File: config.mk
export PLATFORM = sky130hd
export DESIGN_NAME = windowed_category_rate_limiter_unit
export DESIGN_NICKNAME = d
export VERILOG_FILES = /design/src/design/wcrl_pkg.sv /design/src/design/windowed_category_rate_limiter_unit.sv
export SDC_FILE = /design/constraint.sdc
export NUM_CORES = 1
export LEC_CHECK = 0
export BUFFER_PORTS_ARGS = -buffer_cell sky130_fd_sc_hd__buf_2
export CORE_MARGIN = 3
export CORE_UTILIZATION = 56
export DETAILED_ROUTE_END_ITERATION = 7
export MAX_ROUTING_LAYER = met4
export PLACE_DENSITY = 0.77
export SYNTH_ARGS = -nofsm -noshare
export SYNTH_HDL_FRONTEND = slang
export SYNTH_SLANG_ARGS = --single-unit
File: constraint.sdc
create_clock -name i_clk -period 9.4 [get_ports i_clk]
set_clock_uncertainty 0.1 [all_clocks]
set_input_delay 0.94 -clock i_clk [delete_from_list [all_inputs] [get_ports i_clk]]
set_output_delay 0.94 -clock i_clk [all_outputs]
set_load 0.01 [all_outputs]
File: src/design/wcrl_pkg.sv
// ---------------------------------------------------------------------------
// wcrl_pkg
// Types and constants shared by the windowed category rate limiter.
// ---------------------------------------------------------------------------
package wcrl_pkg;

    // field widths
    localparam int TIME_W     = 64;
    localparam int OP_W       = 16;
    localparam int LEN_W      = 40;
    localparam int CAP_W      = 16;
    localparam int SUP_W      = 32;
    localparam int CFG_IDX_W  = 2;
    localparam int CFG_DATA_W = 40;

    // category field of the operation code
    localparam int CAT_LSB = 8;
    localparam int CAT_W   = 4;

    // default category count
    localparam int NUM_CATEGORIES_DEF = 16;

    // register reset values
    localparam logic [LEN_W-1:0] WINDOW_LENGTH_RST = LEN_W'(64'd1000000000);
    localparam logic [CAP_W-1:0] TOTAL_CAP_RST     = CAP_W'(16'd100);
    localparam logic [CAP_W-1:0] CATEGORY_CAP_RST  = CAP_W'(16'd10);

    // saturation value of the suppressed count
    localparam logic [SUP_W-1:0] SUP_MAX = '1;

    // register indexes
    localparam logic [CFG_IDX_W-1:0] REG_WINDOW_LENGTH = 2'd0;
    localparam logic [CFG_IDX_W-1:0] REG_TOTAL_CAP     = 2'd1;
    localparam logic [CFG_IDX_W-1:0] REG_CATEGORY_CAP  = 2'd2;

    // input word
    typedef struct packed {
        logic [TIME_W-1:0] event_time_ns;
        logic [OP_W-1:0]   op_code;
    } t_in_word;

    // result word
    typedef struct packed {
        logic              passed;
        logic              window_restarted;
        logic [SUP_W-1:0]  ended_window_suppressed;
        logic [SUP_W-1:0]  suppressed_so_far;
    } t_out_word;

endpackage

File: src/design/windowed_category_rate_limiter_unit.sv
// An accepted event goes to the input register, then its result to the result register.
// Throughput: one event per cycle unless stalled; compare and update are combinational.
// Reset (i_rst_n low, synchronous): counters, window start, valid flags cleared,
//   registers back to window 1000000000 ns, total cap 100, category cap 10.
// Config port is always ready; write only while no event is in flight.
// ---------------------------------------------------------------------------
// windowed_category_rate_limiter_unit
// Fixed-window event rate limiter with a total cap and a per-category cap.
// ---------------------------------------------------------------------------
module windowed_category_rate_limiter_unit #(
    parameter int NUM_CATEGORIES = wcrl_pkg::NUM_CATEGORIES_DEF
) (
    input  logic                                i_clk,
    input  logic                                i_rst_n,
    // event input
    input  logic                                i_in_valid,
    output logic                                o_in_stall,
    input  wcrl_pkg::t_in_word                  i_in_word,
    // result output
    output logic                                o_out_valid,
    input  logic                                i_out_stall,
    output wcrl_pkg::t_out_word                 o_out_word,
    // configuration writes
    input  logic                                i_cfg_valid,
    output logic                                o_cfg_ready,
    input  logic [wcrl_pkg::CFG_IDX_W-1:0]      i_cfg_index,
    input  logic [wcrl_pkg::CFG_DATA_W-1:0]     i_cfg_data
);

    localparam int IDX_W = (NUM_CATEGORIES > 1) ? $clog2(NUM_CATEGORIES) : 1;
    localparam int CMP_W = wcrl_pkg::CAT_W + 1;
    localparam logic [CMP_W-1:0] NUM_CAT_C = CMP_W'(NUM_CATEGORIES);
    localparam logic [CMP_W-1:0] LAST_CAT  = CMP_W'(NUM_CATEGORIES - 1);

    // configuration registers
    logic [wcrl_pkg::LEN_W-1:0] r_window_length;
    logic [wcrl_pkg::CAP_W-1:0] r_total_cap;
    logic [wcrl_pkg::CAP_W-1:0] r_category_cap;

    // window state
    logic [wcrl_pkg::TIME_W-1:0] r_window_start;
    logic [wcrl_pkg::CAP_W-1:0]  r_cat_cnt [NUM_CATEGORIES];
    logic [wcrl_pkg::CAP_W-1:0]  r_total_passed;
    logic [wcrl_pkg::SUP_W-1:0]  r_sup;

    // pipeline registers
    logic                 r_s1_valid;
    wcrl_pkg::t_in_word   r_s1_word;
    logic                 r_out_valid;
    wcrl_pkg::t_out_word  r_out_word;

    // handshake
    logic advance;
    logic s1_fire;

    // datapath
    logic [CMP_W-1:0]             cat_raw;
    logic [IDX_W-1:0]             cat_idx;
    logic [wcrl_pkg::TIME_W-1:0]  elapsed;
    logic                         restart;
    logic [wcrl_pkg::CAP_W-1:0]   cat_cur;
    logic [wcrl_pkg::CAP_W-1:0]   tot_cur;
    logic [wcrl_pkg::SUP_W-1:0]   sup_cur;
    logic                         pass;
    logic [wcrl_pkg::SUP_W-1:0]   n_sup;
    wcrl_pkg::t_out_word          n_out_word;

    assign o_cfg_ready = 1'b1;

    // pipeline moves when the result register is free or being taken
    assign advance    = !r_out_valid || !i_out_stall;
    assign s1_fire    = r_s1_valid && advance;
    assign o_in_stall = r_s1_valid && !advance;

    // category select with clamp to the last category
    always_comb begin
        cat_raw = {1'b0, r_s1_word.op_code[wcrl_pkg::CAT_LSB +: wcrl_pkg::CAT_W]};
        if (cat_raw >= NUM_CAT_C) begin
            cat_raw = LAST_CAT;
        end
        cat_idx = cat_raw[IDX_W-1:0];
    end

    // window check, then judge against the caps
    always_comb begin
        elapsed = r_s1_word.event_time_ns - r_window_start;
        restart = elapsed > {{(wcrl_pkg::TIME_W-wcrl_pkg::LEN_W){1'b0}}, r_window_length};
        cat_cur = restart ? '0 : r_cat_cnt[cat_idx];
        tot_cur = restart ? '0 : r_total_passed;
        sup_cur = restart ? '0 : r_sup;
        pass    = (tot_cur < r_total_cap) && (cat_cur < r_category_cap);
        n_sup   = (!pass && sup_cur != wcrl_pkg::SUP_MAX) ? sup_cur + 1'b1 : sup_cur;

        n_out_word.passed                  = pass;
        n_out_word.window_restarted        = restart;
        n_out_word.ended_window_suppressed = restart ? r_sup : '0;
        n_out_word.suppressed_so_far       = n_sup;
    end

    // configuration writes
    always_ff @(posedge i_clk) begin
        if (!i_rst_n) begin
            r_window_length <= wcrl_pkg::WINDOW_LENGTH_RST;
            r_total_cap     <= wcrl_pkg::TOTAL_CAP_RST;
            r_category_cap  <= wcrl_pkg::CATEGORY_CAP_RST;
        end else if (i_cfg_valid && o_cfg_ready) begin
            case (i_cfg_index)
                wcrl_pkg::REG_WINDOW_LENGTH: begin
                    r_window_length <= i_cfg_data[wcrl_pkg::LEN_W-1:0];
                end
                wcrl_pkg::REG_TOTAL_CAP: begin
                    r_total_cap <= i_cfg_data[wcrl_pkg::CAP_W-1:0];
                end
                wcrl_pkg::REG_CATEGORY_CAP: begin
                    r_category_cap <= i_cfg_data[wcrl_pkg::CAP_W-1:0];
                end
                default: begin
                end
            endcase
        end
    end

    // window state update
    always_ff @(posedge i_clk) begin
        if (!i_rst_n) begin
            r_window_start <= '0;
            r_total_passed <= '0;
            r_sup          <= '0;
            for (int i = 0; i < NUM_CATEGORIES; i++) begin
                r_cat_cnt[i] <= '0;
            end
        end else if (s1_fire) begin
            if (restart) begin
                r_window_start <= r_s1_word.event_time_ns;
            end
            // a restart clears every category; the judged one may count up
            for (int i = 0; i < NUM_CATEGORIES; i++) begin
                if (pass && cat_idx == IDX_W'(i)) begin
                    r_cat_cnt[i] <= cat_cur + 1'b1;
                end else if (restart) begin
                    r_cat_cnt[i] <= '0;
                end
            end
            if (pass) begin
                r_total_passed <= tot_cur + 1'b1;
            end else begin
                r_total_passed <= tot_cur;
            end
            r_sup <= n_sup;
        end
    end

    // input and result registers
    always_ff @(posedge i_clk) begin
        if (!i_rst_n) begin
            r_s1_valid  <= 1'b0;
            r_out_valid <= 1'b0;
        end else begin
            if (!o_in_stall) begin
                r_s1_valid <= i_in_valid;
            end
            if (advance) begin
                r_out_valid <= r_s1_valid;
            end
        end
    end

    always_ff @(posedge i_clk) begin
        if (!o_in_stall && i_in_valid) begin
            r_s1_word <= i_in_word;
        end
        if (s1_fire) begin
            r_out_word <= n_out_word;
        end
    end

    assign o_out_valid = r_out_valid;
    assign o_out_word  = r_out_word;

`ifndef NO_ASSERTIONS
    // the ended-window count is only reported on a restart
    a_ended_zero: assert property (@(posedge i_clk) disable iff (!i_rst_n)
        (r_out_valid && !r_out_word.window_restarted)
            |-> (r_out_word.ended_window_suppressed == '0))
        else $error("ended window count without restart");

    // the held result reflects the live suppressed count
    a_sup_tracks: assert property (@(posedge i_clk) disable iff (!i_rst_n)
        r_out_valid |-> (r_out_word.suppressed_so_far == r_sup))
        else $error("result suppressed count out of step with state");

    // a passed event inside the window leaves the suppressed count alone
    a_pass_keeps_sup: assert property (@(posedge i_clk) disable iff (!i_rst_n)
        (s1_fire && pass && !restart) |=> (r_sup == $past(r_sup)))
        else $error("suppressed count moved on a passed event");

    // a restart leaves at most one pass in the new window
    a_restart_total: assert property (@(posedge i_clk) disable iff (!i_rst_n)
        (s1_fire && restart) |=> (r_total_passed <= 16'd1))
        else $error("total count not cleared on window restart");
`endif

endmodule
## Word level (Yosys, flattened, before mapping)

Memories as Yosys holds them, arrays and structs flattened. A register that Yosys moved wholly into a read port is not among the register bits.
Cells that the tools add are included.
Widths: inputs -> output; s select.

- RAM bits: 256
- Register bits: 328
- Memories: 1
- Word-level logic and storage cells: 273
- Output and inout port bits: 69
- Input bits: 127

Memories:

| memory | depth | width | read ports | clocked after memory_dff | write ports | line | RTL |
|---|---|---|---|---|---|---|---|
| r_cat_cnt | 16 | 16 | 1 | 1 | 16 | windowed_category_rate_limiter_unit.sv:42 | `logic [wcrl_pkg::CAP_W-1:0] r_cat_cnt [NUM_CATEGORIES];` |

- Muxes and demuxes: 168
- Bitwise operators: 32
- Reduce and logical (&&, ||, !) cells: 33
- Magnitude comparators: 3
- Add/subtract/negate cells: 4
- Eq/ne operators: 18

Operators by type and width:

| cell | count |
|---|---|
| $mux 16 | 35 |
| $mux 1 | 130 |
| $gt 64x40->1 | 1 |
| $mux 32 | 2 |
| $sub 64x64->64 | 1 |
| $add 16x1->16 const B | 2 |
| $add 32x1->32 const B | 1 |
| $eq 4x4->1 const B | 8 |
| $lt 16x16->1 | 2 |
| $ne 32x32->1 const B | 1 |
| $or 1x1->1 | 32 |
| $logic_and 1x1->1 | 21 |
| $eq 4x3->1 const B | 4 |
| $eq 4x2->1 const B | 2 |
| $reduce_and 2->1 | 4 |
| $logic_not 1->1 | 5 |
| $eq 4x1->1 const B | 1 |
| $logic_not 4->1 | 1 |
| $mux 4 | 1 |
| $eq 2x1->1 const B | 1 |
| $eq 2x2->1 const B | 1 |
| $logic_not 2->1 | 1 |
| $logic_or 1x1->1 | 1 |

## Depth between registers and ports, before layout

- Depth in word-level cells: 12
- Gate-level depth with buffers: 42
- Gate-level depth less buffers: 37

## Worst setup path after synthesis

OpenSTA, ideal clock, no wires.

- Path kind: reg2reg
- From: register r_s1_word[24] (netlist bit)
- To: memory r_cat_cnt[12][0] (netlist bit), enable pin
- Buffers on the path: 6
- Clock period less this slack: 9.333 ns
- Stages on the path, launching flop included: 39
- Arrival: 8.819 ns
- Data required time: 8.886 ns
- Setup slack: 0.067 ns
- Setup time: 0.414 ns
- Path through: edfxtp_1 > ha_1 > clkbuf_1 > a2111oi_0 > o21ai_0 > and2_1 > o21ai_1 > a211oi_1 > nor2_1 > o21ai_0 > a31oi_1 > xnor2_1 > ha_1 > and4_1 > a221oi_1 > o211ai_1 > o21ai_0 > nand3_1 > [... 3 more ...] > and4_1 > buf_2 > buf_2 > clkbuf_1 > and2_1 > ha_1 > o21a_1 > o21a_1 > nor2_1 > nor4_1 > a32o_1 > and3_1 > a21o_4 > inv_2 > buf_2 > buf_2 > nand2_1 > o31ai_1

RTL lines:

| what | line | RTL |
|---|---|---|
| start: declaration | windowed_category_rate_limiter_unit.sv:48 | `wcrl_pkg::t_in_word r_s1_word;` |
| start signal: assignment | windowed_category_rate_limiter_unit.sv:170 | `r_s1_word <= i_in_word;` |
| end: declaration | windowed_category_rate_limiter_unit.sv:42 |  |

## Final worst setup path

- From: register r_s1_word[16] (netlist bit)
- To: register r_sup[27] (netlist bit)

- Cells in the longest elaborated chain, start to end: 8
- Elaborated cells on any way between the ends: 13
- Those cells by class: 2 x add/sub; 3 x order compare; 1 x eq/ne; 4 x mux; 3 x reduce/logical

Ends and longest elaborated chain:

| what | line | RTL |
|---|---|---|
| $sub 64x64->64 * | windowed_category_rate_limiter_unit.sv:86 | `elapsed = r_s1_word.event_time_ns - r_window_start;` |
| $gt 64x40->1 * | windowed_category_rate_limiter_unit.sv:87 | `restart = elapsed > {{(wcrl_pkg::TIME_W-wcrl_pkg::LEN_W){1'b0}}, r_window_length};` |
| $mux 16, on equally long branches | windowed_category_rate_limiter_unit.sv:89, windowed_category_rate_limiter_unit.sv:88 |  |
| $lt 16x16->1 | windowed_category_rate_limiter_unit.sv:91 | `pass = (tot_cur < r_total_cap) && (cat_cur < r_category_cap);` |
| $logic_and 1x1->1 | windowed_category_rate_limiter_unit.sv:91 |  |
| $logic_not 1->1 | windowed_category_rate_limiter_unit.sv:92 | `n_sup = (!pass && sup_cur != wcrl_pkg::SUP_MAX) ? sup_cur + 1'b1 : sup_cur;` |
| $logic_and 1x1->1 | windowed_category_rate_limiter_unit.sv:92 |  |
| $mux 32 * | windowed_category_rate_limiter_unit.sv:92 |  |
| end signal: assignment | windowed_category_rate_limiter_unit.sv:149 | `r_sup <= n_sup;` |
| end: declaration | windowed_category_rate_limiter_unit.sv:44 | `logic [wcrl_pkg::SUP_W-1:0] r_sup;` |

Mark *: on every way between the ends. The rest lies on a longest branch, timed or not.
A chain may end at the register's enable or synchronous reset.

==> run summary <==
status: finished clean
Antenna Diode Count: 0
global-route wire length before repair: 134 mm
Synthesis Warnings: 0
PD cells: 176 nW/um2
Max H-tree Level: 2
share of the synthesized area in the top cell type: 0.378
via total after detailed routing: 24594
number of remaining DRC errors: 0
buffer and inverter count on the worst path: 5
share of cells above drive strength 1: 0.157
Final Slew Violations: 0
cell family with the largest share of critical-path delay: simple AND/OR/NAND/NOR gates
crit-path max cell delay: 600 ps
setup repair after global routing missed its margin: false
global route total overflow: 0
Finish-stage setup viols: 0
maxcap violations: 0
total wire length: 86.9 mm
floorplan die area: 58200 um2
cell type of the slowest stage on the worst timing path: sky130_fd_sc_hd__or4_1
starting density of the core: 0.571
total of hold buffers inserted after clock tree synthesis: 0
HPWL after detailed placement: 62.6 mm
post-synth cell types: 84
kind of start point of the critical path: flop
Setup Buffers After CTS: 0
chip height: 241 um
global routing usage summed across all routing layers: 0.307
fillcell total: 4192
post-synthesis mux area share: 0.0811
maximum fanout along the worst path: 17
most prevalent standard cell on the critical path: sky130_fd_sc_hd__ha_1
maximum number of pins on one net before global-route repair: 119
number of enable-type register cells in the synthesized netlist: 390
Root Buffer: sky130_fd_sc_hd__clkbuf_16
number of clock sinks: 580
simple-gate share of the synthesized area: 0.180
IO Port Bufs: 182
clock slew at the register clock pins of the worst setup and hold paths: 70 ps
total negative slack: 0 ps
CTS Buf Count: 58
boundary pin count: 196
final worst path period need: 8980 ps
Post-Syn Instances: 3046
path type of the worst setup path: flop to flop
measured slew at the worst slew-check pin: 1050 ps
insertion delay of the later-clocked pin in the worst-skew pair: 650 ps
Post-Synthesis Net Count: 3310
fraction of the mapped netlist area in compound gates: 0.114
vias in the first global route: 24038
proportion of synthesized flip-flops having asynchronous set or reset: 0
post-synthesis instance area: 31000 um2
count of antenna-violating nets left after detailed routing: 0
flop and latch count out of synthesis: 580
Adder-Cell Fraction of Synth Area: 0.0555
CTS-repair resized insts: 0
antenna violations before repair: 0
min setup slack post-route: 419 ps
Final nets: 3478
signal arrival time at the worst endpoint: 9410 ps
highest achievable clock rate: 0.111 GHz
leading register cell type out of synthesis: sky130_fd_sc_hd__edfxtp_1
Placement Rows: 85
maximum buffer depth of the clock tree: 3
final worst-path cycle share: 0.955
dominant cell type by area after synthesis: sky130_fd_sc_hd__edfxtp_1
Area contributors post-synth: sky130_fd_sc_hd__edfxtp_1 38%, sky130_fd_sc_hd__dfxtp_1 12%, sky130_fd_sc_hd__mux4_2 5.8%
xor and xnor area share after synthesis: 0.0237
largest family of logic cells by synthesized area: simple AND/OR/NAND/NOR gates
required time at the endpoint of the critical path: 9830 ps
pre-CTS WS: 270 ps
area added between synthesis and finish: 13.6%
worst hold path class: flop to flop
post-DR vias/cell: 6.15
average footprint of a synthesized cell: 10.2 um2
core area: 54300 um2
maximum vdd ir drop: 0.000170 V
Leak Pwr: 0.0131 uW
final estimated routing congestion in global placement: 0.976
Die Span X: 241 um
routed wirelength normalized by instance count: 21.7 um
first-pass iteration count of the detailed router: 5
final hold violation count: 0
worst max-slew margin expressed relative to the limit: 0.300
sequential-to-total area share from yosys stat: 0.500
TritonCTS clock tree: done
drt initial violations: 2132
Critical Path End Type: flop
## flip-flops by register name (all words and copies together), names as in the netlist, named ones only
signal and flops:
cat_idx 4, o_out_valid 1, o_out_word 66, r_cat_cnt 256, r_category_cap 16, r_s1_valid 1, r_s1_word 64, r_sup 32
r_total_cap 16, r_total_passed 16, r_window_length 40, r_window_start 64
## kinds of logic after synthesis
| logic type | count (synthesis) |
|---|---|
| AO/OA/AOI/OAI | 555 |
| XOR/XNOR | 84 |
| adder cells (fa/ha/maj) | 137 |
| buffers and inverters | 351 |
| flip-flops | 580 |
| multiplexers | 151 |
| other | 1 |
| AND/OR/NAND/NOR | 1187 |
## area by class of cell
| cell class | count | area (um2) | share of cell area |
|---|---|---|---|
| multi-input cells | 2115 | 14200 | 0.404 |
| clock buffers | 80 | 1550 | 0.0441 |
| flip-flops and latches | 580 | 15500 | 0.441 |
| well taps | 739 | 925 | 0.0262 |
| repair buffers | 292 | 1990 | 0.0564 |
| clock inverters | 29 | 375 | 0.0107 |
| inverters | 167 | 633 | 0.0180 |
## cells in the final DEF (no fill, tap or decap), types with 62 or more instances in the layout
master and count:
sky130_fd_sc_hd__nand3_1 98, sky130_fd_sc_hd__o21ai_0 81, sky130_fd_sc_hd__buf_2 182, sky130_fd_sc_hd__mux4_2 80, sky130_fd_sc_hd__nand2_1 300, sky130_fd_sc_hd__buf_4 90, sky130_fd_sc_hd__inv_1 161, sky130_fd_sc_hd__nor2_1 413
sky130_fd_sc_hd__dfxtp_1 188, sky130_fd_sc_hd__mux2i_1 70, sky130_fd_sc_hd__edfxtp_1 390, sky130_fd_sc_hd__and2_1 83, sky130_fd_sc_hd__nand4_1 62, sky130_fd_sc_hd__a21oi_1 192, sky130_fd_sc_hd__ha_1 133
## stage by stage
stage	hold slack (ps)	power, uW	utilization	cells	instance area [um2]
floorplan	336	3540	-	3046	31000
global placement	343	3860	0.612	3893	33200
detailed placement	347	3890	0.612	3893	33200
CTS	344	6210	0.647	4002	35200
global route	343	6420	0.648	4002	35200
finish	354	6190	0.648	4002	35200
## path summary, 6_finish.rpt
kind / slack (ps) / start / end / cells past startpoint
max: 420 / r_s1_word[16] / r_sup[27] / 38
min: 350 / r_total_cap[8] / r_total_cap[8] / 2
max reg2reg: 420 / r_s1_word[16] / r_sup[27] / 38
min reg2reg: 350 / r_total_cap[8] / r_total_cap[8] / 2
## Yosys cell counts, drive strengths merged (6+ instances only)
cell type	n
nand2	301
o2111ai	8
a211oi	16
nor2	414
xnor2	38
nor2b	9
a21o	30
and2	83
nand4	63
ha	136
mux2i	70
edfxtp	390
nor3b	9
or4	18
nand3	99
a211o	6
a22oi	7
o31ai	18
o31a	6
o211ai	38
and4	10
nor4	19
dfxtp	190
buf	49
o21ai	96
nand2b	12
nor3	57
o211a	6
a21boi	23
o21a	42
xor2	46
a221oi	11
mux4	80
a31oi	15
clkbuf	135
inv	165
o21bai	7
and3	57
a21oi	194
or3	11
## worst register-to-register path: cells and delay by family (launching register included)
kind / cells / cell delay (ps)
adders and majority gates: 4 / 990
DFF: 1 / 380
xor gates and xnor gates: 1 / 160
AOI/OAI and AO/OA: 13 / 2980
and+or+nand+nor: 15 / 3600
buffers and inverters: 5 / 680
## report_power, final
part,switching (uW),internal (uW)
Sequential,68.2,2840
Combinational,593,357
Clock,1000,1330
Total,1660,4530
## layer usage
layer  global-route usage  routed length, um  vias to the layer above
met4                0.138               4210                        0
li1                     -                  -                    11384
met5                    -                  0                        -
met2                0.509              42300                     1131
met3               0.0418               6480                      246
met1                0.376              33900                    11833
Power figures use the tool's default switching activity.
